`src/rtl/e2q_pkg.sv`:
```
package e2q_pkg;

	localparam int ANGLE_WIDTH     = 16;
	localparam int COMPONENT_WIDTH = 16;
	localparam int CORDIC_STEPS    = 16;

	// pipeline depths
	localparam int LANE_LAT = CORDIC_STEPS + 3;
	localparam int MAT_LAT  = 5;
	localparam int SQ_LAT   = 32;
	localparam int DIV_LAT  = 35;
	localparam int TOT_LAT  = LANE_LAT + MAT_LAT + SQ_LAT + DIV_LAT + 1;

	localparam int COMP_SH  = 30 - (COMPONENT_WIDTH - 2);

	// sin, cos and matrix terms, q30
	typedef logic signed [33:0] q30_t;
	// wide q30 for angles, trace and radicands
	typedef logic signed [35:0] ang_t;
	// numerators and quotients, q30
	typedef logic signed [34:0] num_t;

	typedef enum logic [1:0] {
		BR_TRACE = 2'd0,
		BR_M11   = 2'd1,
		BR_M22   = 2'd2,
		BR_M33   = 2'd3
	} br_t;

	typedef struct packed {
		logic [32:0] rad;
		br_t         br;
		num_t        n0;
		num_t        n1;
		num_t        n2;
	} mat_res_t;

	typedef struct packed {
		br_t  br;
		num_t n0;
		num_t n1;
		num_t n2;
	} sq_side_t;

	typedef struct packed {
		br_t         br;
		logic [30:0] hr;
	} dv_side_t;

	localparam ang_t PI_Q30     = 36'sd3373259426;
	localparam ang_t TWO_PI_Q30 = 36'sd6746518852;
	localparam ang_t HPI_Q30    = 36'sd1686629713;
	localparam ang_t ONE_Q30    = 36'sd1073741824;

	// elaboration-time helpers for the cordic constants
	function automatic longint unsigned isqrt64(input longint unsigned n_in);
		longint unsigned n;
		longint unsigned res;
		longint unsigned bit_v;
		int k;
		n = n_in;
		res = 64'd0;
		bit_v = 64'd1 << 62;
		for (k = 0; k < 32; k++) begin
			if (n >= res + bit_v) begin
				n = n - (res + bit_v);
				res = (res >> 1) + bit_v;
			end else begin
				res = res >> 1;
			end
			bit_v = bit_v >> 2;
		end
		return res;
	endfunction

	// shift and subtract quotient, elaboration time only
	function automatic longint unsigned udiv64(input longint unsigned n,
		input longint unsigned d);
		logic [64:0] r;
		longint unsigned q;
		int b;
		r = '0;
		q = 64'd0;
		for (b = 63; b >= 0; b--) begin
			r = {r[63:0], n[b]};
			if (r >= {1'b0, d}) begin
				r = r - {1'b0, d};
				q[b] = 1'b1;
			end
		end
		return q;
	endfunction

	function automatic q30_t atan_step(input int i);
		longint unsigned v;
		longint unsigned term;
		longint unsigned kk;
		int k;
		v = 64'd0;
		if (i == 0) begin
			v = 64'h1921FB54442D1846;
		end else begin
			for (k = 1; k * i <= 61; k += 2) begin
				kk = 64'(k);
				term = udiv64(64'd1 << (61 - k * i), kk);
				if (((k - 1) / 2) % 2 == 0)
					v = v + term;
				else
					v = v - term;
			end
		end
		v = (v + (64'd1 << 30)) >> 31;
		return q30_t'(v[33:0]);
	endfunction

	function automatic q30_t cordic_gain();
		longint unsigned kg;
		longint unsigned den;
		longint unsigned v;
		longint unsigned c;
		int i;
		kg = 64'd1 << 30;
		for (i = 0; i < CORDIC_STEPS; i++) begin
			den = (64'd1 << (2 * i)) + 64'd1;
			v = (64'd1 << 60) - udiv64(64'd1 << 60, den);
			c = isqrt64(v);
			kg = (kg * c + (64'd1 << 29)) >> 30;
		end
		return q30_t'(kg[33:0]);
	endfunction

	// q30 product rounded half up
	function automatic q30_t mul30(input q30_t a, input q30_t b);
		logic signed [67:0] p;
		p = a * b + 68'sd536870912;
		return q30_t'(p >>> 30);
	endfunction

	// q30 to output format, round half up, saturate to +-1.0
	function automatic logic signed [COMPONENT_WIDTH-1:0] comp_out(input num_t v);
		logic signed [35:0] t;
		logic signed [35:0] lim;
		t = (36'(v) + (36'sd1 <<< (COMP_SH - 1))) >>> COMP_SH;
		lim = 36'sd1 <<< (COMPONENT_WIDTH - 2);
		if (t > lim)
			t = lim;
		if (t < -lim)
			t = -lim;
		return t[COMPONENT_WIDTH-1:0];
	endfunction

endpackage

```
`src/rtl/e2q_lane.sv`:
```
module e2q_lane (
	input  logic                                  clk,
	input  logic                                  en,
	input  logic signed [e2q_pkg::ANGLE_WIDTH-1:0] angle,
	output e2q_pkg::q30_t                         sn,
	output e2q_pkg::q30_t                         cs
);

	localparam int S = e2q_pkg::CORDIC_STEPS;
	localparam e2q_pkg::q30_t GAIN = e2q_pkg::cordic_gain();

	e2q_pkg::ang_t a_ext;
	e2q_pkg::ang_t z_wrap_s1;
	e2q_pkg::ang_t z_s    [S+1];
	e2q_pkg::q30_t x_s    [S+1];
	e2q_pkg::q30_t y_s    [S+1];
	logic          flip_s [S+1];
	e2q_pkg::q30_t sn_q;
	e2q_pkg::q30_t cs_q;

	assign a_ext = e2q_pkg::ang_t'(angle) <<< (34 - e2q_pkg::ANGLE_WIDTH);

	// wrap into [-pi, pi]
	always_ff @(posedge clk) begin
		if (en) begin
			if (a_ext > e2q_pkg::PI_Q30)
				z_wrap_s1 <= a_ext - e2q_pkg::TWO_PI_Q30;
			else if (a_ext < -e2q_pkg::PI_Q30)
				z_wrap_s1 <= a_ext + e2q_pkg::TWO_PI_Q30;
			else
				z_wrap_s1 <= a_ext;
		end
	end

	// fold into [-pi/2, pi/2] by a half turn
	always_ff @(posedge clk) begin
		if (en) begin
			x_s[0] <= GAIN;
			y_s[0] <= '0;
			if (z_wrap_s1 > e2q_pkg::HPI_Q30) begin
				z_s[0]    <= z_wrap_s1 - e2q_pkg::PI_Q30;
				flip_s[0] <= 1'b1;
			end else if (z_wrap_s1 < -e2q_pkg::HPI_Q30) begin
				z_s[0]    <= z_wrap_s1 + e2q_pkg::PI_Q30;
				flip_s[0] <= 1'b1;
			end else begin
				z_s[0]    <= z_wrap_s1;
				flip_s[0] <= 1'b0;
			end
		end
	end

	for (genvar i = 0; i < S; i++) begin : g_step
		localparam e2q_pkg::q30_t ATAN_I = e2q_pkg::atan_step(i);
		e2q_pkg::q30_t dx;
		e2q_pkg::q30_t dy;
		assign dx = y_s[i] >>> i;
		assign dy = x_s[i] >>> i;
		always_ff @(posedge clk) begin
			if (en) begin
				flip_s[i+1] <= flip_s[i];
				if (z_s[i] >= 0) begin
					x_s[i+1] <= x_s[i] - dx;
					y_s[i+1] <= y_s[i] + dy;
					z_s[i+1] <= z_s[i] - e2q_pkg::ang_t'(ATAN_I);
				end else begin
					x_s[i+1] <= x_s[i] + dx;
					y_s[i+1] <= y_s[i] - dy;
					z_s[i+1] <= z_s[i] + e2q_pkg::ang_t'(ATAN_I);
				end
			end
		end
	end

	always_ff @(posedge clk) begin
		if (en) begin
			sn_q <= flip_s[S] ? -y_s[S] : y_s[S];
			cs_q <= flip_s[S] ? -x_s[S] : x_s[S];
		end
	end

	assign sn = sn_q;
	assign cs = cs_q;

endmodule

```
`config.mk`:
```
export PLATFORM = sky130hd
export DESIGN_NAME = e2q_lane
export DESIGN_NICKNAME = d
export VERILOG_FILES = /design/src/rtl/e2q_pkg.sv /design/src/rtl/e2q_lane.sv
export SDC_FILE = /design/constraint.sdc
export NUM_CORES = 2
export LEC_CHECK = 0
export BUFFER_PORTS_ARGS = -buffer_cell sky130_fd_sc_hd__clkbuf_2
export CAP_MARGIN = 20
export CORE_ASPECT_RATIO = 0.9
export CORE_MARGIN = 2
export CORE_UTILIZATION = 40
export DETAILED_ROUTE_END_ITERATION = 10
export PLACE_DENSITY = 0.6
export SLEW_MARGIN = 5
export SYNTH_ARGS = -nofsm -noshare
export SYNTH_HDL_FRONTEND = slang
export SYNTH_SLANG_ARGS = --single-unit
```
`constraint.sdc`:
```
create_clock -name clk -period 5.37 [get_ports clk]
set_clock_uncertainty 0.1 [all_clocks]
set_input_delay 0.2685 -clock clk [delete_from_list [all_inputs] [get_ports clk]]
set_output_delay 0.2685 -clock clk [all_outputs]
set_load 0.03 [all_outputs]
```
# After elaboration in Yosys (flattened, before gate mapping)

Memory sizes are Yosys's and may differ from the RTL's.
Index checks and enable logic that the tools add are counted.

Logic and storage cells: 345
Memories kept: 4
Memory bits (writable): 1785
Bits in registers: 104

Memory list:

| memory | depth | bits a word | read ports | clocked after memory_dff | write ports | RTL line       | source |
|---|---|---|---|---|---|---|---|
| z_s    | 17    | 36          | 16         | 0                        | 17          | e2q_lane.sv:14 | `e2q_pkg::ang_t z_s [S+1];` |
| x_s    | 17    | 34          | 17         | 0                        | 17          | e2q_lane.sv:15 | `e2q_pkg::q30_t x_s [S+1];` |
| y_s    | 17    | 34          | 17         | 0                        | 17          | e2q_lane.sv:16 | `e2q_pkg::q30_t y_s [S+1];` |
| flip_s | 17    | 1           | 17         | 0                        | 17          | e2q_lane.sv:17 | `logic flip_s [S+1];` |

$lt $le $gt $ge: 20
Bitwise logic cells: 52
$add $sub $neg: 101
Mux-type cells: 165

Operators with widths:

| cell                     | number |
|---|---|
| $mux W34                 | 34 |
| $mux W36                 | 20 |
| $ge A36 B1 Y1 const B    | 16 |
| $mux W1                  | 111 |
| $add A36 B22 Y36 const B | 2 |
| $sub A36 B22 Y36 const B | 2 |
| $add A34 B19 Y34         | 2 |
| $add A34 B20 Y34         | 2 |
| $add A34 B21 Y34         | 2 |
| $add A34 B22 Y34         | 2 |
| $add A34 B23 Y34         | 2 |
| $add A34 B24 Y34         | 2 |
| $add A34 B25 Y34         | 2 |
| $add A34 B26 Y34         | 2 |
| $add A34 B27 Y34         | 2 |
| $add A34 B28 Y34         | 2 |
| $add A34 B29 Y34         | 2 |
| $add A34 B30 Y34         | 2 |
| $add A34 B31 Y34         | 2 |
| $add A34 B32 Y34         | 2 |
| $add A34 B33 Y34         | 2 |
| $neg A34 Y34             | 2 |
| $sub A34 B19 Y34         | 2 |
| $sub A34 B20 Y34         | 2 |
| other kinds (52)         | 117 |

# Longest topological paths before layout

Depth after elaboration: 7
Gate-level depth with buffers: 22
Gate-level depth less buffers: 22

# Worst setup path after synthesis

No wires, ideal clock.

Path kind: register to register
From: mem y_s[2][2] (netlist bit)
To: mem x_s[3][31] (netlist bit), data pin
Data arrival time: 4571 ps
Buffers on the path: 0
Path slack: 431 ps
Cell stages (with the launch flop): 18
Setup time: 268 ps
Data required time: 5002 ps
Cell sequence: edfxtp_1 -> or2_2 -> or4_1 -> or3_1 -> nor3b_2 -> nor3b_2 -> a21oi_1 -> xor2_1 -> ha_1 -> a21oi_1 -> o21ai_0 -> or2_2 -> o31a_1 -> o41ai_1 -> a21oi_1 -> o311a_1 -> o21ai_0 -> a211oi_1

RTL lines:

| element     | RTL line |
|---|---|
| from (decl) | e2q_lane.sv:16 |
| to (decl)   | e2q_lane.sv:15 |

==> impl_metrics.ini <==
[critical_path]
setup_crit_path_kind = flop to flop
slowest_cp_cell = sky130_fd_sc_hd__nor3_1
cp_slowest_stage_delay_ns = 0.54
cp.buffers_inverters = 1
worst-path-max-fanout = 5
worstSetupEndpointType = flop
crit_start_category = flop
r2r_setup_slack_ns = 0.21
crit_path_cell_trace = nor3_1 > nand3b_1 > or2_2 > nor4_1 > buf_4 > nor2_1 > xnor2_1 > ha_1 > a21oi_1 > o21ai_0 > a41oi_1 > o21bai_1 > a31o_2 > o211a_1 > o41ai_1 > o211ai_1 > and4_1 > a211o_1
critical-path-top-delay-family = compound AO/OA/AOI/OAI gates
timing.critical_path.arrival_ns = 5.70
timing.critical_path.required_ns = 5.91

[sta]
worst_pin_slew_ns = 1.13
final-max-slew-violation-count = 0
final.setup.worst_slack_ns = 0.212
timing.hold.ws_ns = 0.244
maxClockFrequency_mhz = 194
sum_neg_setup_slack_ns = 0
slew_headroom_pct = 24.2
final-setup-viol-count = 0
grt_setup_unrepaired = true
min_period_over_period_pct = 96.1
final_period_minus_worst_setup_slack_ns = 5.16
final-hold-violation-count = 0

[synthesis]
synth_seq_cells = 1568
ys.warnings.count = 0
yosys-top-cells-area = sky130_fd_sc_hd__edfxtp_1, sky130_fd_sc_hd__ha_1, sky130_fd_sc_hd__xnor2_1
yosys.area.top_type = sky130_fd_sc_hd__edfxtp_1
synthArstFlopShare_pct = 0
synth_cells = 13700
synth_top_area_share_pct = 35.9
postSynthAreaPerCell_sq_um = 9.60
synth-edff-count = 1568
dominantRegCellSynth = sky130_fd_sc_hd__edfxtp_1
synthesis.area_sq_mm = 0.131
unique_masters_post_synth = 101
yosysSeqAreaShare_pct = 35.9

[grt]
gr_ovfl_total = 0
first_global_vias = 96600
grt_usage_pct = 19.9
global_route_wire_length_before_repair_mm = 540
antenna_violations_before_repair = 2
grt_max_degree = 173

[placed_design]
placement.io_buffers = 85
placed_cell_area_sq_mm = 0.138
dp_hpwl_mm = 271
place_ws_ns = 0.116
finalWeightedCongestion = 0.925

[floorplanning]
floorplan.initialDensity_pct = 40.2
row_count = 199
io-pin-count = 86
fp.dieArea_sq_mm = 0.332
placeableCoreArea_sq_mm = 0.326
die_h_microns = 547
floorplan.die.width_microns = 608

[drt]
via_total_after_detailed_routing = 103000
ant_nets = 0
routed_wirelength_mm = 343
detail_route.iter0.violations = 8973
detail_route.first_pass.iterations = 8
vias_per_cell = 5.62
detail_route.drc_violations = 0
detail_route.wl_per_cell_microns = 18.6

[cts]
cts.htree.levels = 4
clock_latency_at_the_later_pin_of_the_worst_skew_pair_ns = 0.89
cts_inserted_buffers = 183
clk_transition_reported_paths_ns = 0.06
cts_buffer_depth = 4
clkSinkCount = 1568
cts_tree = built
cts-root-buf = sky130_fd_sc_hd__clkbuf_16

[layout]
final.fill_count = 31300
most-common-layout-cells = sky130_fd_sc_hd__edfxtp_1, sky130_fd_sc_hd__ha_1, sky130_fd_sc_hd__a21oi_1
num-nets-final = 15400
area_growth_pct = 10.0
final_common_cell = sky130_fd_sc_hd__edfxtp_1
fin_area_sq_mm = 0.144
final_layout_size_suffix_gt1_share_pct = 5.83

[worst_hold_path]
timing.hold.worst.class = primary input to flop

[run_status]
status = finished clean

[job]
max_cap_viol_count = 0
-- worst register-to-register path, cell delays in order (launching register included) --
cell,delay [ns]
sky130_fd_sc_hd__edfxtp_1,0.52
sky130_fd_sc_hd__nor3_1,0.54
sky130_fd_sc_hd__nand3b_1,0.16
sky130_fd_sc_hd__or2_2,0.34
sky130_fd_sc_hd__nor4_1,0.31
sky130_fd_sc_hd__buf_4,0.18
sky130_fd_sc_hd__nor2_1,0.05
sky130_fd_sc_hd__xnor2_1,0.14
sky130_fd_sc_hd__ha_1,0.34
sky130_fd_sc_hd__a21oi_1,0.19
sky130_fd_sc_hd__o21ai_0,0.10
sky130_fd_sc_hd__a41oi_1,0.19
sky130_fd_sc_hd__o21bai_1,0.10
sky130_fd_sc_hd__a31o_2,0.28
sky130_fd_sc_hd__o211a_1,0.26
sky130_fd_sc_hd__o41ai_1,0.47
sky130_fd_sc_hd__o211ai_1,0.21
sky130_fd_sc_hd__and4_1,0.22
sky130_fd_sc_hd__a211o_1,0.22
-- flip-flops by register name (all words and copies together) (netlist names) --
| register | count |
|---|---|
| y_s | 511 |
| x_s | 501 |
| z_s | 451 |
| cs | 34 |
| sn | 34 |
| z_wrap_s1 | 20 |
| flip_s | 17 |
-- through the flow --
stage / std cells / util, %
finish: 18400 / 44.2
global route: 18400 / 44.2
CTS: 18400 / 44.1
detailed placement: 18000 / 42.2
global placement: 18000 / 42.2
floorplan: 13700 / -
-- cell families (layout without fill, tap and decap cells) --
kind of cell	count (synthesis)	in the layout	share of synthesized area, %
other	2	12	0.00573
AOI/OAI and AO/OA	4238	4238	20.6
DFF	1568	1568	35.9
muxes	114	114	0.928
buffers and inverters	777	1191	2.23
xor gates and xnor gates	1936	1936	12.9
and+or+nand+nor	3568	3568	13.3
adders and majority gates	1457	1457	14.1
-- area by class of cell --
cell class	count	area [sq um]	area share (%)
multi-input combinational	11300	81300	56.3
clock inverter	129	1340	0.929
timing repair buffer	356	2620	1.82
clock buffer	202	4650	3.22
tap	4321	5410	3.75
sequential	1568	47100	32.6
inverter	504	1900	1.31
antenna	2	5.00	0.00347
-- final timing paths --
kind / endpoint / depth (start not counted) / from
worst max-delay path: y_s[15][32] / 18 / x_s[14][19]
worst min-delay path: z_wrap_s1[32] / 3 / angle[14]
worst max register to register: y_s[15][32] / 18 / x_s[14][19]
worst min register to register: z_s[13][16] / 0 / z_s[12][16]
-- metal layers --
metal  vias up  global-route usage [%]  routed length [microns]
li1      51600                       -                        -
met3       357                    2.34                    18600
met5         -                       0                        0
met4         0                    4.30                     7260
met1     48900                    29.3                   168000
met2      2437                    31.1                   149000
-- cells in the mapped netlist, drive strengths merged, types with 51 or more instances --
| cell type | number |
|---|---|
| a211oi | 144 |
| a21o | 682 |
| a21oi | 1401 |
| a31oi | 137 |
| and2 | 85 |
| and3 | 117 |
| clkbuf | 246 |
| edfxtp | 1568 |
| ha | 1415 |
| inv | 499 |
| mux2 | 51 |
| mux2i | 63 |
| nand2 | 842 |
| nand2b | 209 |
| nand3 | 234 |
| nand4 | 123 |
| nor2 | 1022 |
| nor2b | 184 |
| nor3 | 316 |
| nor4 | 85 |
| o211ai | 77 |
| o21a | 165 |
| o21ai | 752 |
| o21bai | 187 |
| o31ai | 159 |
| o41ai | 76 |
| or2 | 60 |
| or3 | 113 |
| or4 | 53 |
| xnor2 | 1297 |
| xor2 | 639 |
-- repair_timing --
item	CTS	global route
buffers inserted	0	6
setup endpoints to repair	0	30
resized for setup	0	29
hold buffers	30	0
hold endpoints to repair	45	0
Power is left out: the tool's default activity adds up to more than one toggle a clock period on the data nets, which glitch-free logic cannot reach.
